--- src/rtl/mbrot_pkg.sv ---
package mbrot_pkg;

	// Fixed field widths of the pixel and result channels.
	localparam int PosInW = 12;
	localparam int StepFieldW = 31;
	localparam int OutW = 16;
	localparam int LimitW = 16;
	localparam int PaletteW = 2;

	// Register bus geometry: six 32-bit registers at word addresses.
	localparam int AddrW = 5;
	localparam int DataW = 32;

	// Register map, in word order.
	typedef enum logic [2:0] {
		REG_ORIGIN_REAL = 3'd0,
		REG_ORIGIN_IMAG = 3'd1,
		REG_STEP_REAL   = 3'd2,
		REG_STEP_IMAG   = 3'd3,
		REG_ITER_LIMIT  = 3'd4,
		REG_PALETTE     = 3'd5
	} reg_idx_t;

	// Register reset values: origin at -3.0 - 1.5i, step 2^-10, limit 256.
	localparam logic [DataW-1:0]      OriginRealRst = 32'hD000_0000;
	localparam logic [DataW-1:0]      OriginImagRst = 32'hE800_0000;
	localparam logic [StepFieldW-1:0] StepRst       = 31'h0004_0000;
	localparam logic [LimitW-1:0]     LimitRst      = 16'd256;
	localparam logic [PaletteW-1:0]   PaletteRst    = 2'd0;

	// The palette whose shade counts down from the limit.
	localparam logic [PaletteW-1:0] PalInvert = 2'd1;

	// Microprogram addresses.
	localparam int PcW = 3;
	localparam logic [PcW-1:0] StepFetch = 3'd0;
	localparam logic [PcW-1:0] StepPos   = 3'd1;
	localparam logic [PcW-1:0] StepCLoad = 3'd2;
	localparam logic [PcW-1:0] StepMul   = 3'd3;
	localparam logic [PcW-1:0] StepAdd   = 3'd4;
	localparam logic [PcW-1:0] StepEmit  = 3'd5;
	localparam logic [PcW-1:0] StepLast  = StepEmit;

	// Jump conditions of a control word.
	typedef enum logic [2:0] {
		JC_NONE     = 3'd0,
		JC_ALWAYS   = 3'd1,
		JC_WAIT_IN  = 3'd2,
		JC_STOP     = 3'd3,
		JC_LOOP     = 3'd4,
		JC_OUT_BUSY = 3'd5
	} jcond_t;

	// One microinstruction: datapath enables plus a conditional jump.
	typedef struct packed {
		logic           accept;
		logic           pos_en;
		logic           c_en;
		logic           mul_en;
		logic           z_en;
		logic           out_en;
		jcond_t         jcond;
		logic [PcW-1:0] target;
	} ctrl_word_t;

	// Datapath flags that the jump conditions test.
	typedef struct packed {
		logic in_valid;
		logic stop;
		logic no_escape;
		logic out_busy;
	} seq_status_t;

	// The microprogram. Each iteration is a product step and an add step.
	function automatic ctrl_word_t ucode(input logic [PcW-1:0] pc);
		ctrl_word_t w;
		w = '0;
		w.jcond = JC_NONE;
		w.target = StepFetch;
		unique case (pc)
			StepFetch: begin
				w.accept = 1'b1;
				w.jcond = JC_WAIT_IN;
				w.target = StepFetch;
			end
			StepPos: begin
				w.pos_en = 1'b1;
			end
			StepCLoad: begin
				w.c_en = 1'b1;
			end
			StepMul: begin
				w.mul_en = 1'b1;
				w.jcond = JC_STOP;
				w.target = StepEmit;
			end
			StepAdd: begin
				w.z_en = 1'b1;
				w.jcond = JC_LOOP;
				w.target = StepMul;
			end
			StepEmit: begin
				w.out_en = 1'b1;
				w.jcond = JC_OUT_BUSY;
				w.target = StepEmit;
			end
			default: begin
				w.jcond = JC_ALWAYS;
				w.target = StepFetch;
			end
		endcase
		return w;
	endfunction

endpackage

--- src/rtl/mbrot_seq.sv ---
module mbrot_seq (
	input  logic                         clk,
	input  logic                         arst_n,
	input  mbrot_pkg::seq_status_t       status,
	output mbrot_pkg::ctrl_word_t        ctrl
);

	logic [mbrot_pkg::PcW-1:0] pc_q;
	logic [mbrot_pkg::PcW-1:0] pc_next;
	logic                      taken;

	// The control word comes straight out of the program table.
	assign ctrl = mbrot_pkg::ucode(pc_q);

	// Evaluate the jump condition of the current step.
	always_comb begin
		unique case (ctrl.jcond)
			mbrot_pkg::JC_NONE:     taken = 1'b0;
			mbrot_pkg::JC_ALWAYS:   taken = 1'b1;
			mbrot_pkg::JC_WAIT_IN:  taken = !status.in_valid;
			mbrot_pkg::JC_STOP:     taken = status.stop;
			mbrot_pkg::JC_LOOP:     taken = status.no_escape;
			mbrot_pkg::JC_OUT_BUSY: taken = status.out_busy;
			default:                taken = 1'b0;
		endcase
	end

	// Jump or step on; the last step wraps back to the fetch step.
	always_comb begin
		if (taken) begin
			pc_next = ctrl.target;
		end else if (pc_q == mbrot_pkg::StepLast) begin
			pc_next = mbrot_pkg::StepFetch;
		end else begin
			pc_next = pc_q + mbrot_pkg::PcW'(1);
		end
	end

	// Step counter.
	always_ff @(posedge clk or negedge arst_n) begin
		if (!arst_n) begin
			pc_q <= mbrot_pkg::StepFetch;
		end else begin
			pc_q <= pc_next;
		end
	end

endmodule

--- config.mk ---
export PLATFORM = sky130hd
export DESIGN_NAME = mbrot_seq
export DESIGN_NICKNAME = d
export VERILOG_FILES = /design/src/rtl/mbrot_pkg.sv /design/src/rtl/mbrot_seq.sv
export SDC_FILE = /design/constraint.sdc
export NUM_CORES = 1
export LEC_CHECK = 0
export BUFFER_PORTS_ARGS = -buffer_cell sky130_fd_sc_hd__buf_4
export CAP_MARGIN = 5
export CORE_AREA = 5 5 42 44
export DETAILED_ROUTE_END_ITERATION = 12
export DIE_AREA = 0 0 47 49
export GPL_ROUTABILITY_DRIVEN = 0
export HOLD_SLACK_MARGIN = 0.05
export PLACE_DENSITY = 0.62
export SYNTH_ARGS = -nofsm -noshare
export SYNTH_HDL_FRONTEND = slang
export SYNTH_SLANG_ARGS = --single-unit
--- constraint.sdc ---
create_clock -name clk -period 2.3 [get_ports clk]
set_clock_uncertainty 0.05 [all_clocks]
set_input_delay 0.46 -clock clk [delete_from_list [all_inputs] [get_ports clk]]
set_output_delay 0.46 -clock clk [all_outputs]
set_load 0.03 [all_outputs]
After elaboration in Yosys (flattened, before gate mapping)

Cells that the tools add are included.

Logic and storage cells: 25
Output and inout bits: 12
Input bits: 6
Register bits: 3

Add/sub/neg operators: 1
Equal/unequal tests: 10
Reduce and logical (&&, ||, !) cells: 3
Muxes and demuxes: 10

Operator list:

| operator                                            | number |
|---|---|
| case mux 6 bit (5 select lines)                     | 1 |
| equality test 3 x 2 -> 1 bit, second input constant | 4 |
| equality test 3 bit, second input constant          | 4 |
| equality test 3 x 1 -> 1 bit, second input constant | 2 |
| 2-to-1 mux 1 bit                                    | 6 |
| 2-to-1 mux 3 bit                                    | 2 |
| case mux 1 bit (5 select lines)                     | 1 |
| adder 3 x 1 -> 3 bit, second input constant         | 1 |
| zero test 3 bit                                     | 1 |
| OR reduction 2 bit                                  | 1 |
| zero test 1 bit                                     | 1 |

Longest topological paths before layout

Gate-level depths: netlist of run 1.

Depth in word-level cells: 6
Gate-level depth with buffers: 6
Depth with buffers taken out: 5

Worst setup path after synthesis of run 1

Ideal clock, no wire load.

Kind: register -> output
From: reg pc_q[0] in the netlist's numbering
To: out ctrl[4] in the netlist's numbering
Stages on the path, launching flop included: 4
Path buffers: 1
Arrival: 1.624 ns
Required time: 1.790 ns
Path slack: 0.166 ns
Cell sequence: dfrtp_1 > buf_2 > nor3_1 > or2_2

RTL lines:

| what                     | RTL line        | text |
|---|---|---|
| start: declaration       | mbrot_seq.sv:8  | `logic [mbrot_pkg::PcW-1:0] pc_q;` |
| start signal: assignment | mbrot_seq.sv:42 | `pc_q <= mbrot_pkg::StepFetch;` |
| start signal: assignment | mbrot_seq.sv:44 | `pc_q <= pc_next;` |
| end: declaration         | mbrot_seq.sv:5  | `output mbrot_pkg::ctrl_word_t ctrl` |

==> reports/metrics.yaml, run 1 <==
start_util_pct: 27.2
antenna_found_initial: 0
h-tree-depth: 1
synth_cells: 48
dpl_cell_area_um2: 531
crit_fanout: 15
drtIter0Drc: 4
routed_via_density: 4.78
die_h_um: 49
grt_use_total_pct: 9.23
fin_area_um2: 567
ios: 18
leakagePower_uw: 0.000263
clockPowerShare_pct: 9.8
hold_path_class: "in2reg"
fmax_mhz: 468
reg_top3: "pc_q: 3 flops"
cp-end-kind: "primary output"
slowest_delay_ns: 0.37
netlist_area_um2: 382
grt_pass1_vias: 383
cts_hold_buf: 1
crit_family: "simple AND/OR/NAND/NOR gates"
crit_type: "reg2out"
critPathRequiredTime_ns: 1.79
portBuffers: 17
post_drt_wl_per_cell_um: 11.9
drt_pass1_iterations: 4
drt_wl_total_mm: 1.01
nFillCells: 156
largest-register: "pc_q"
largest_reg_flops: 3
grt_pass1_wl_mm: 1.61
hold_viol: 0
yosysSeqAreaShare_pct: 19.7
holdWs_ns: 0.507
path_cells: "and2_1, ha_1, or2_2, buf_4"
seq_power_share_pct: 9.1
timing.final.crit_share_pct: 92.8
cts_resized: 0
syn_nets: 55
vias: 406
cp-start-kind: "register"
grt_max_degree: 16
clk_path_buf_depth: 2
cp_slowest_cell: "dfrtp_1"
die_w_um: 47
cts_setup_buffers: 0
drc_errors: 0
net-switching-power_uw: 491
cts_buffers: 3
dp_hpwl_um: 771
utilization_pct: 40.4
layout-area-overhead-vs-synth_pct: 48.5
p_int_uw: 462
n_antenna_cell: 0
cts.sink_count: 3
switching_share_pct: 51.5
setup_viol: 0
path_clk_slew_ns: 0.04
core_um2: 1400
setup_tns_ns: 0
maxSlewHeadroom_pct: 69.6
drv_slew: 0
ys_types: 28
rsz0062_at_grt: "false"
worst_skew_pair.late_latency_ns: 0.23
critPathBufInv: 1
cp.arrival_ns: 1.62
period_needed_ns: 2.13
cts_root_buffer: "clkbuf_4"
vdd_ir_drop_max_v: 0.000664
power_density_nw_per_um2: 1680
row_count: 14
dieArea_um2: 2300
status: "completed"
antenna_left: 0
fin_nets: 77
drive_above_1_share_pct: 43.5
synth_warnings: 0
comb_power_share_pct: 81.2
cts_tree: "done"
syn_avg_cell_area_um2: 7.95
gr-total-overflow: 0
ys_ff_latch: 3
max_cap_violations: 0
worst_pin_slew_ns: 0.456
==> worst register-to-register path, cell delays in order, from the launching register on <==
cell	delay (ns)
dfrtp_1	0.33
and2_1	0.14
ha_1	0.44
nand2_1	0.20
o2bb2ai_1	0.18
a2111oi_2	0.37
==> metal layers <==
metal	global-route usage (%)	vias up	wire (um)
li1	-	211	-
met1	11.5	186	428
met2	14.5	9	527
met3	3.32	0	53
met4	2.76	0	0
met5	0	-	0
==> cells by family after synthesis <==
family	after synthesis	share of synthesized area, %
fa+ha+maj	2	5.90
simple gates	24	37.7
mux	1	2.95
flops	3	19.7
compound gates	11	25.2
buf+inv	7	8.52
==> final cells by class <==
type / count / area (um2) / area share [%]
sequential: 3 / 75.1 / 13.2
inverter: 3 / 11.3 / 1.99
timing repair buffer: 21 / 160 / 28.3
clock buffer: 4 / 26.3 / 4.64
tap: 16 / 20.0 / 3.53
multi-input combinational: 38 / 274 / 48.3
==> final timing paths <==
path                            from  cells past startpoint  slack (ns)      end
hold reg to reg              pc_q[2]                      2        0.60  pc_q[0]
setup / recovery             pc_q[0]                      4        0.17  ctrl[4]
min in group asynchronous     arst_n                      2        0.53  pc_q[0]
setup reg to reg             pc_q[0]                      5        0.46  pc_q[2]
hold / removal             status[0]                      3        0.51  pc_q[2]
max in group asynchronous     arst_n                      2        1.58  pc_q[1]
==> cell usage after synthesis <==
| master | number | share of area, % |
|---|---|---|
| buf_1 | 1 | 0.98 |
| nor3_1 | 1 | 1.3 |
| and2b_1 | 1 | 2.0 |
| buf_4 | 1 | 2.0 |
| or2_2 | 1 | 1.6 |
| nand2b_1 | 4 | 6.6 |
| nor4_2 | 1 | 3.3 |
| inv_1 | 2 | 2.0 |
| nor3b_1 | 1 | 2.0 |
| or2_1 | 3 | 4.9 |
| maj3_1 | 1 | 2.6 |
| nor2_1 | 4 | 3.9 |
| a21oi_1 | 3 | 3.9 |
| o2bb2ai_1 | 2 | 4.6 |
| inv_2 | 1 | 0.98 |
| buf_2 | 2 | 2.6 |
| ha_1 | 1 | 3.3 |
| o21ai_0 | 1 | 1.3 |
| dfrtp_1 | 3 | 20 |
| o221a_1 | 1 | 3.0 |
| mux2_2 | 1 | 3.0 |
| a32oi_1 | 1 | 2.3 |
| nand2b_2 | 1 | 2.3 |
| nand2_1 | 3 | 3.0 |
| o311ai_1 | 1 | 2.3 |
| and2_1 | 3 | 4.9 |
| nand3b_1 | 1 | 2.0 |
| a2111oi_2 | 2 | 7.9 |
==> power by group through the flow <==
stage / Sequential, uW / Combinational, uW / Clock [uW]
after floorplan: 94.7 / 550 / 0
after global placement: 85.3 / 772 / 0
after detailed placement: 87.6 / 777 / 0
after CTS: 86.9 / 779 / 93.1
after global routing: 88.2 / 829 / 103
final: 86.2 / 774 / 93.0
==> cells in the final DEF (no fill, tap or decap), types with 2 or more instances in the layout <==
| master | synthesis | routed |
|---|---|---|
| and2_1 | 3 | 3 |
| nand2b_1 | 4 | 4 |
| dfrtp_1 | 3 | 3 |
| or2_1 | 3 | 3 |
| a21oi_1 | 3 | 3 |
| o2bb2ai_1 | 2 | 2 |
| nand2_1 | 3 | 3 |
| inv_1 | 2 | 2 |
| nor2_1 | 4 | 4 |
| a2111oi_2 | 2 | 2 |
| buf_4 | 1 | 20 |
| clkbuf_4 | 0 | 3 |
==> metrics by stage <==
step	setup WS, ns	total power [uW]	std cells
CTS	0.159	959	85
global route	0.0930	1020	85
floorplan	0.166	644	48
finish	0.165	953	85
detailed placement	0.408	864	80
global placement	0.435	857	80
Power figures use the tool's default switching activity.
==> inputs of run 2 (changes only) <==
--- a/config.mk
+++ b/config.mk
@@ -7,12 +7,14 @@
 export LEC_CHECK = 0
 export BUFFER_PORTS_ARGS = -buffer_cell sky130_fd_sc_hd__buf_4
 export CAP_MARGIN = 5
-export CORE_AREA = 5 5 42 44
+export CELL_PAD_IN_SITES_DETAIL_PLACEMENT = 0
+export CELL_PAD_IN_SITES_GLOBAL_PLACEMENT = 1
+export CORE_MARGIN = 5
+export CORE_UTILIZATION = 29
 export DETAILED_ROUTE_END_ITERATION = 12
-export DIE_AREA = 0 0 47 49
 export GPL_ROUTABILITY_DRIVEN = 0
 export HOLD_SLACK_MARGIN = 0.05
-export PLACE_DENSITY = 0.62
+export PLACE_DENSITY = 0.81
 export SYNTH_ARGS = -nofsm -noshare
 export SYNTH_HDL_FRONTEND = slang
 export SYNTH_SLANG_ARGS = --single-unit
==> reports/metrics.yaml, run 2 (synthesized netlist as in run 1, its figures left out) <==
status: "completed"
cts_hold_buf: 1  # unchanged
r2r-start: "pc_q[2]"
reg_top3: "pc_q: 3 flops"
net-switching-power_uw: 485  # -1.2%
cts_resized: 0  # unchanged
cts.sink_count: 3  # unchanged
largest_reg_flops: 3  # unchanged
h-tree-depth: 1  # unchanged
grt_pass1_wl_mm: 1.58  # -2.1%
cts_tree: "done"
crit_type: "reg2out"
grt_use_total_pct: 10.3  # +1.1 points
path_clk_slew_ns: 0.04  # about the same
drt_wl_total_um: 955  # -5.3%
die_w_um: 46.3  # -1.5%
final_cell_mix: "20 x buf_4, 4 x nor2_1, 4 x nand2b_1"
gr-total-overflow: 0  # unchanged
timing.final.crit_share_pct: 91.9  # -0.95 points
seq_power_share_pct: 9.5  # +0.4 points
reg2reg_to: "pc_q[2]"
cp-start-kind: "register"
nFillCells: 135  # -13%
reg2regPathDepth: 5  # unchanged
drc_errors: 0  # unchanged
slowest_delay_ns: 0.36  # about the same
setup_tns_ns: 0  # unchanged
portBuffers: 17  # unchanged
fmax_mhz: 473  # +1.0%
cp.arrival_ns: 1.60  # -0.02 ns
clockPowerShare_pct: 9.7  # about the same
drt_pass1_iterations: 2  # -2
drv_slew: 0  # unchanged
dp_hpwl_um: 757  # -1.8%
leakagePower_uw: 0.000263  # unchanged
crit_fanout: 15  # unchanged
antenna_left: 0  # unchanged
final_common_cell: "buf_4"
grt_pass1_vias: 376  # -1.8%
antenna_found_initial: 0  # unchanged
p_int_uw: 462  # -0.10%
fin_nets: 77  # unchanged
clk_path_buf_depth: 2  # unchanged
max_cap_violations: 0  # unchanged
vias: 395  # -2.7%
period_needed_ns: 2.11  # -0.0219 ns
post_drt_wl_per_cell_um: 11.4  # -4.1%
power_density_nw_per_um2: 1670  # -0.45%
comb_power_share_pct: 80.8  # -0.4 points
cp-end-kind: "primary output"
cts_buffers: 3  # unchanged
setup_slack_ns: 0.187  # +0.0219 ns
cts_setup_buffers: 0  # unchanged
start_util_pct: 30.1  # +2.8 points
pre_cts_ws_ns: 0.427  # +0.0197 ns
routed_via_density: 4.70  # -1.6%
maxSlewHeadroom_pct: 72.4  # +2.8 points
r2r_slack_ns: 0.50  # +0.04 ns
cts_root_buffer: "clkbuf_4"
grt_max_degree: 16  # unchanged
critPathRequiredTime_ns: 1.79  # about the same
n_antenna_cell: 0  # unchanged
worst_skew_pair.late_latency_ns: 0.23  # about the same
worst_pin_slew_ns: 0.414  # -0.0422 ns
rsz0062_at_grt: "false"
dieArea_um2: 2140  # -7.0%
path_cells: "and2_1, ha_1, or2_2, buf_4"
hold_path_class: "in2async"
setup_viol: 0  # unchanged
ios: 18  # unchanged
row_count: 13  # -1
switching_share_pct: 51.2  # -0.27 points
vdd_ir_drop_max_v: 0.000579  # -13%
drive_above_1_share_pct: 43.5  # unchanged
largest-register: "pc_q"
utilization_pct: 44.6  # +4.1 points
hold_viol: 0  # unchanged
cp_slowest_cell: "dfrtp_1"
die_h_um: 46.3  # -5.6%
layout-area-overhead-vs-synth_pct: 48.2
core_um2: 1270  # -9.5%
drtIter0Drc: 1  # -3
run 2: through the flow:
stage	instances	hold WS [ns]	power [uW]	instance area, um2
floorplan	48	0.114	644	382
global placement	79	0.200	861	529
detailed placement	79	0.201	862	529
CTS	84	0.503	961	566
global route	84	0.507	1020	566
finish	84	0.507	946	566
run 2: critical path, delay by kind of cell, from the launching register on:
| kind | cells | cell delay (ns) |
|---|---|---|
| adder cells (fa/ha/maj) | 1 | 0.33 |
| buffers and inverters | 1 | 0.17 |
| flip-flops | 1 | 0.36 |
| AND/OR/NAND/NOR | 2 | 0.51 |
run 2: area by class of cell:
cell class                 count  area (um2)  area share [%]
multi-input combinational     38         274            48.5
timing repair buffer          21         160            28.3
sequential                     3        75.1            13.3
clock buffer                   4        26.3            4.65
tap                           15        18.8            3.32
inverter                       3        11.3            1.99
run 2: power groups by stage:
stage,Clock (uW),Combinational [uW],Sequential [uW]
2_1_floorplan,0,550,94.7
3_3_place_gp,0,771,90.3
3_5_place_dp,0,771,91.0
4_1_cts,95.7,775,90.3
5_1_grt,103,828,93.6
6_report,92.0,764,90.1
run 2: worst max-delay path by stage:
stage | cells past startpoint | from | endpoint | slack [ns]
after floorplan | 3 | pc_q[0] | ctrl[4] | 0.17
after global placement | 4 | pc_q[0] | ctrl[4] | 0.43
after CTS | 4 | pc_q[0] | ctrl[4] | 0.17
after detailed placement | 4 | pc_q[0] | ctrl[4] | 0.43
after global routing | 4 | pc_q[2] | ctrl[4] | 0.09
final | 4 | pc_q[0] | ctrl[4] | 0.19
run 2: routing by layer:
metal  global-route usage (%)  part of all wire (%)
met1                     12.2                    44
met2                     15.9                    46
met3                     3.91                   9.0
met4                     5.11                     0
met5                        0                     0
==> inputs of run 3 (changes only) <==
--- a/config.mk
+++ b/config.mk
@@ -12,8 +12,8 @@
 export CORE_MARGIN = 5
 export CORE_UTILIZATION = 29
 export DETAILED_ROUTE_END_ITERATION = 12
-export GPL_ROUTABILITY_DRIVEN = 0
 export HOLD_SLACK_MARGIN = 0.05
+export MAX_ROUTING_LAYER = met4
 export PLACE_DENSITY = 0.81
 export SYNTH_ARGS = -nofsm -noshare
 export SYNTH_HDL_FRONTEND = slang
==> constraint.sdc (replaced) <==
create_clock -name clk -period 2.3 [get_ports clk]
set_clock_uncertainty 0.05 [all_clocks]
set_input_delay 0.23 -clock clk [delete_from_list [all_inputs] [get_ports clk]]
set_output_delay 0.23 -clock clk [all_outputs]
set_load 0.03 [all_outputs]
==> reports/metrics.yaml, run 3 (synthesized netlist as in run 1, its figures left out) <==
n_antenna_cell: 0  # unchanged
leakagePower_uw: 0.000258  # -1.9%
crit_type: "reg2out"
period_needed_ns: 2.05  # -0.0609 ns
largest_reg_flops: 3  # unchanged
layout-area-overhead-vs-synth_pct: 46.2
hold_path_class: "in2async"
critPathRequiredTime_ns: 2.02  # +0.23 ns
die_h_um: 46.3  # unchanged
cp-start-kind: "register"
cts_tree: "done"
worst_skew_pair.late_latency_ns: 0.23  # about the same
place_congestion: 0.795
cp-end-kind: "primary output"
r2r-start: "pc_q[1]"
clockPowerShare_pct: 9.8  # about the same
comb_power_share_pct: 77.6  # -3.2 points
maxSlewHeadroom_pct: 76.3  # +3.9 points
cts_setup_buffers: 0  # unchanged
drt_wl_total_um: 963  # +0.84%
antenna_found_initial: 0  # unchanged
ios: 18  # unchanged
h-tree-depth: 1  # unchanged
cts.sink_count: 3  # unchanged
reg_top3: "pc_q: 3 flops"
path_clk_slew_ns: 0.04  # about the same
instances_no_fill: 83  # -1.2%
core_um2: 1270  # unchanged
grt_pass1_vias: 354  # -5.9%
final_cell_mix: "19 x buf_4, 4 x nor2_1, 4 x nand2b_1"
largest-register: "pc_q"
dp_hpwl_um: 744  # -1.8%
dpl_cell_area_um2: 522  # -1.4%
cp_slowest_cell: "dfrtp_1"
routed_via_density: 4.95  # +5.3%
max_cap_violations: 0  # unchanged
p_int_uw: 454  # -1.7%
power_density_nw_per_um2: 1690  # +0.74%
antenna_left: 0  # unchanged
dieArea_um2: 2140  # unchanged
grt_max_degree: 16  # unchanged
worst_pin_slew_ns: 0.356  # -0.0583 ns
clk_path_buf_depth: 2  # unchanged
grt_use_total_pct: 10.3  # +0.040 points
cts_root_buffer: "clkbuf_4"
crit_top_cell: "buf_4"
cp.arrival_ns: 1.77  # +0.17 ns
setup_viol: 0  # unchanged
cp-startpoint: "pc_q[1]"
crit_fanout: 11  # -4
net-switching-power_uw: 487  # +0.45%
drv_slew: 0  # unchanged
status: "completed"
drt_pass1_iterations: 4  # +2
row_count: 13  # unchanged
fin_nets: 76  # -1.3%
switching_share_pct: 51.8  # +0.54 points
die_w_um: 46.3  # unchanged
vdd_ir_drop_max_v: 0.000455  # -22%
slowest_delay_ns: 0.49  # +0.13 ns
grt_pass1_wl_mm: 1.57  # -0.89%
cts_buffers: 3  # unchanged
path_cells: "and2_1, ha_1, buf_4, or2_1, buf_4"
drc_errors: 0  # unchanged
seq_power_share_pct: 12.6  # +3.1 points
post_drt_wl_per_cell_um: 11.6  # +2.1%
drive_above_1_share_pct: 42.6  # -0.83 points
vias: 411  # +4.1%
start_util_pct: 30.1  # unchanged
rsz0062_at_grt: "false"
gr-total-overflow: 0  # unchanged
final_common_cell: "buf_4"
hold_viol: 0  # unchanged
dp.cells: 78  # -1.3%
fmax_mhz: 487  # +3.0%
portBuffers: 17  # unchanged
timing.final.crit_share_pct: 89.2  # -2.6 points
finalPower_uw: 941  # -0.60%
setup_tns_ns: 0  # unchanged
fin_area_um2: 558  # -1.3%
drtIter0Drc: 8  # +7
## run 3: cell types whose count changed in the layout (fill, tap and decap cells not counted), sizes merged
cell | previous run | this run
buf | 20 | 19
## run 3: critical path, delay by kind of cell, from the launching register on
kind,cells,cell delay (ns)
flops,1,0.49
simple gates,2,0.43
buf+inv,2,0.36
fa+ha+maj,1,0.27
## run 3: final timing paths
kind / to / depth (start not counted) / slack (ns)
min in group clk: pc_q[2] / 3 / 0.28
max in group asynchronous: pc_q[1] / 2 / 1.82
setup reg to reg: pc_q[2] / 5 / 0.43
hold reg to reg: pc_q[1] / 2 / 0.62
setup / recovery: ctrl[2] / 5 / 0.25
hold / removal: pc_q[0] / 2 / 0.28
## run 3: through the flow
step	hold slack [ns]	setup WS, ns	util, %
floorplan	-0.116	0.396	-
global placement	-0.0308	0.413	41.1
detailed placement	-0.0305	0.443	41.1
CTS	0.275	0.237	44.0
global route	0.267	0.132	44.0
finish	0.280	0.248	44.0
## run 3: final cells by class
type	instances	area [um2]
Timing Repair Buffer	20	153
Multi-Input combinational cell	38	274
Fill cell	135	711
Inverter	3	11.3
Sequential cell	3	75.1
Tap cell	15	18.8
Clock buffer	4	26.3
## run 3: metal layers
layer  wire length [um]  vias up  share of wire (%)  global-route usage, %
met5                  0        -                  0                      -
met4                  7        0               0.73                   3.41
met3                 70        3                7.3                   3.52
met2                501       12                 52                   15.9
met1                384      185                 40                   12.4
li1                   -      211                  -                      -
## run 3: power groups by stage
| stage | Clock [uW] | Sequential, uW | Combinational, uW |
|---|---|---|---|
| floorplan | 0 | 94.7 | 550 |
| global placement | 0 | 119 | 736 |
| detailed placement | 0 | 118 | 735 |
| CTS | 97.0 | 118 | 738 |
| global route | 107 | 126 | 787 |
| finish | 92.6 | 118 | 730 |
## run 3: repair_timing
action	in CTS	in global routing
hold endpoints to repair	3	0
hold buffers	1	0
resized for setup	0	0
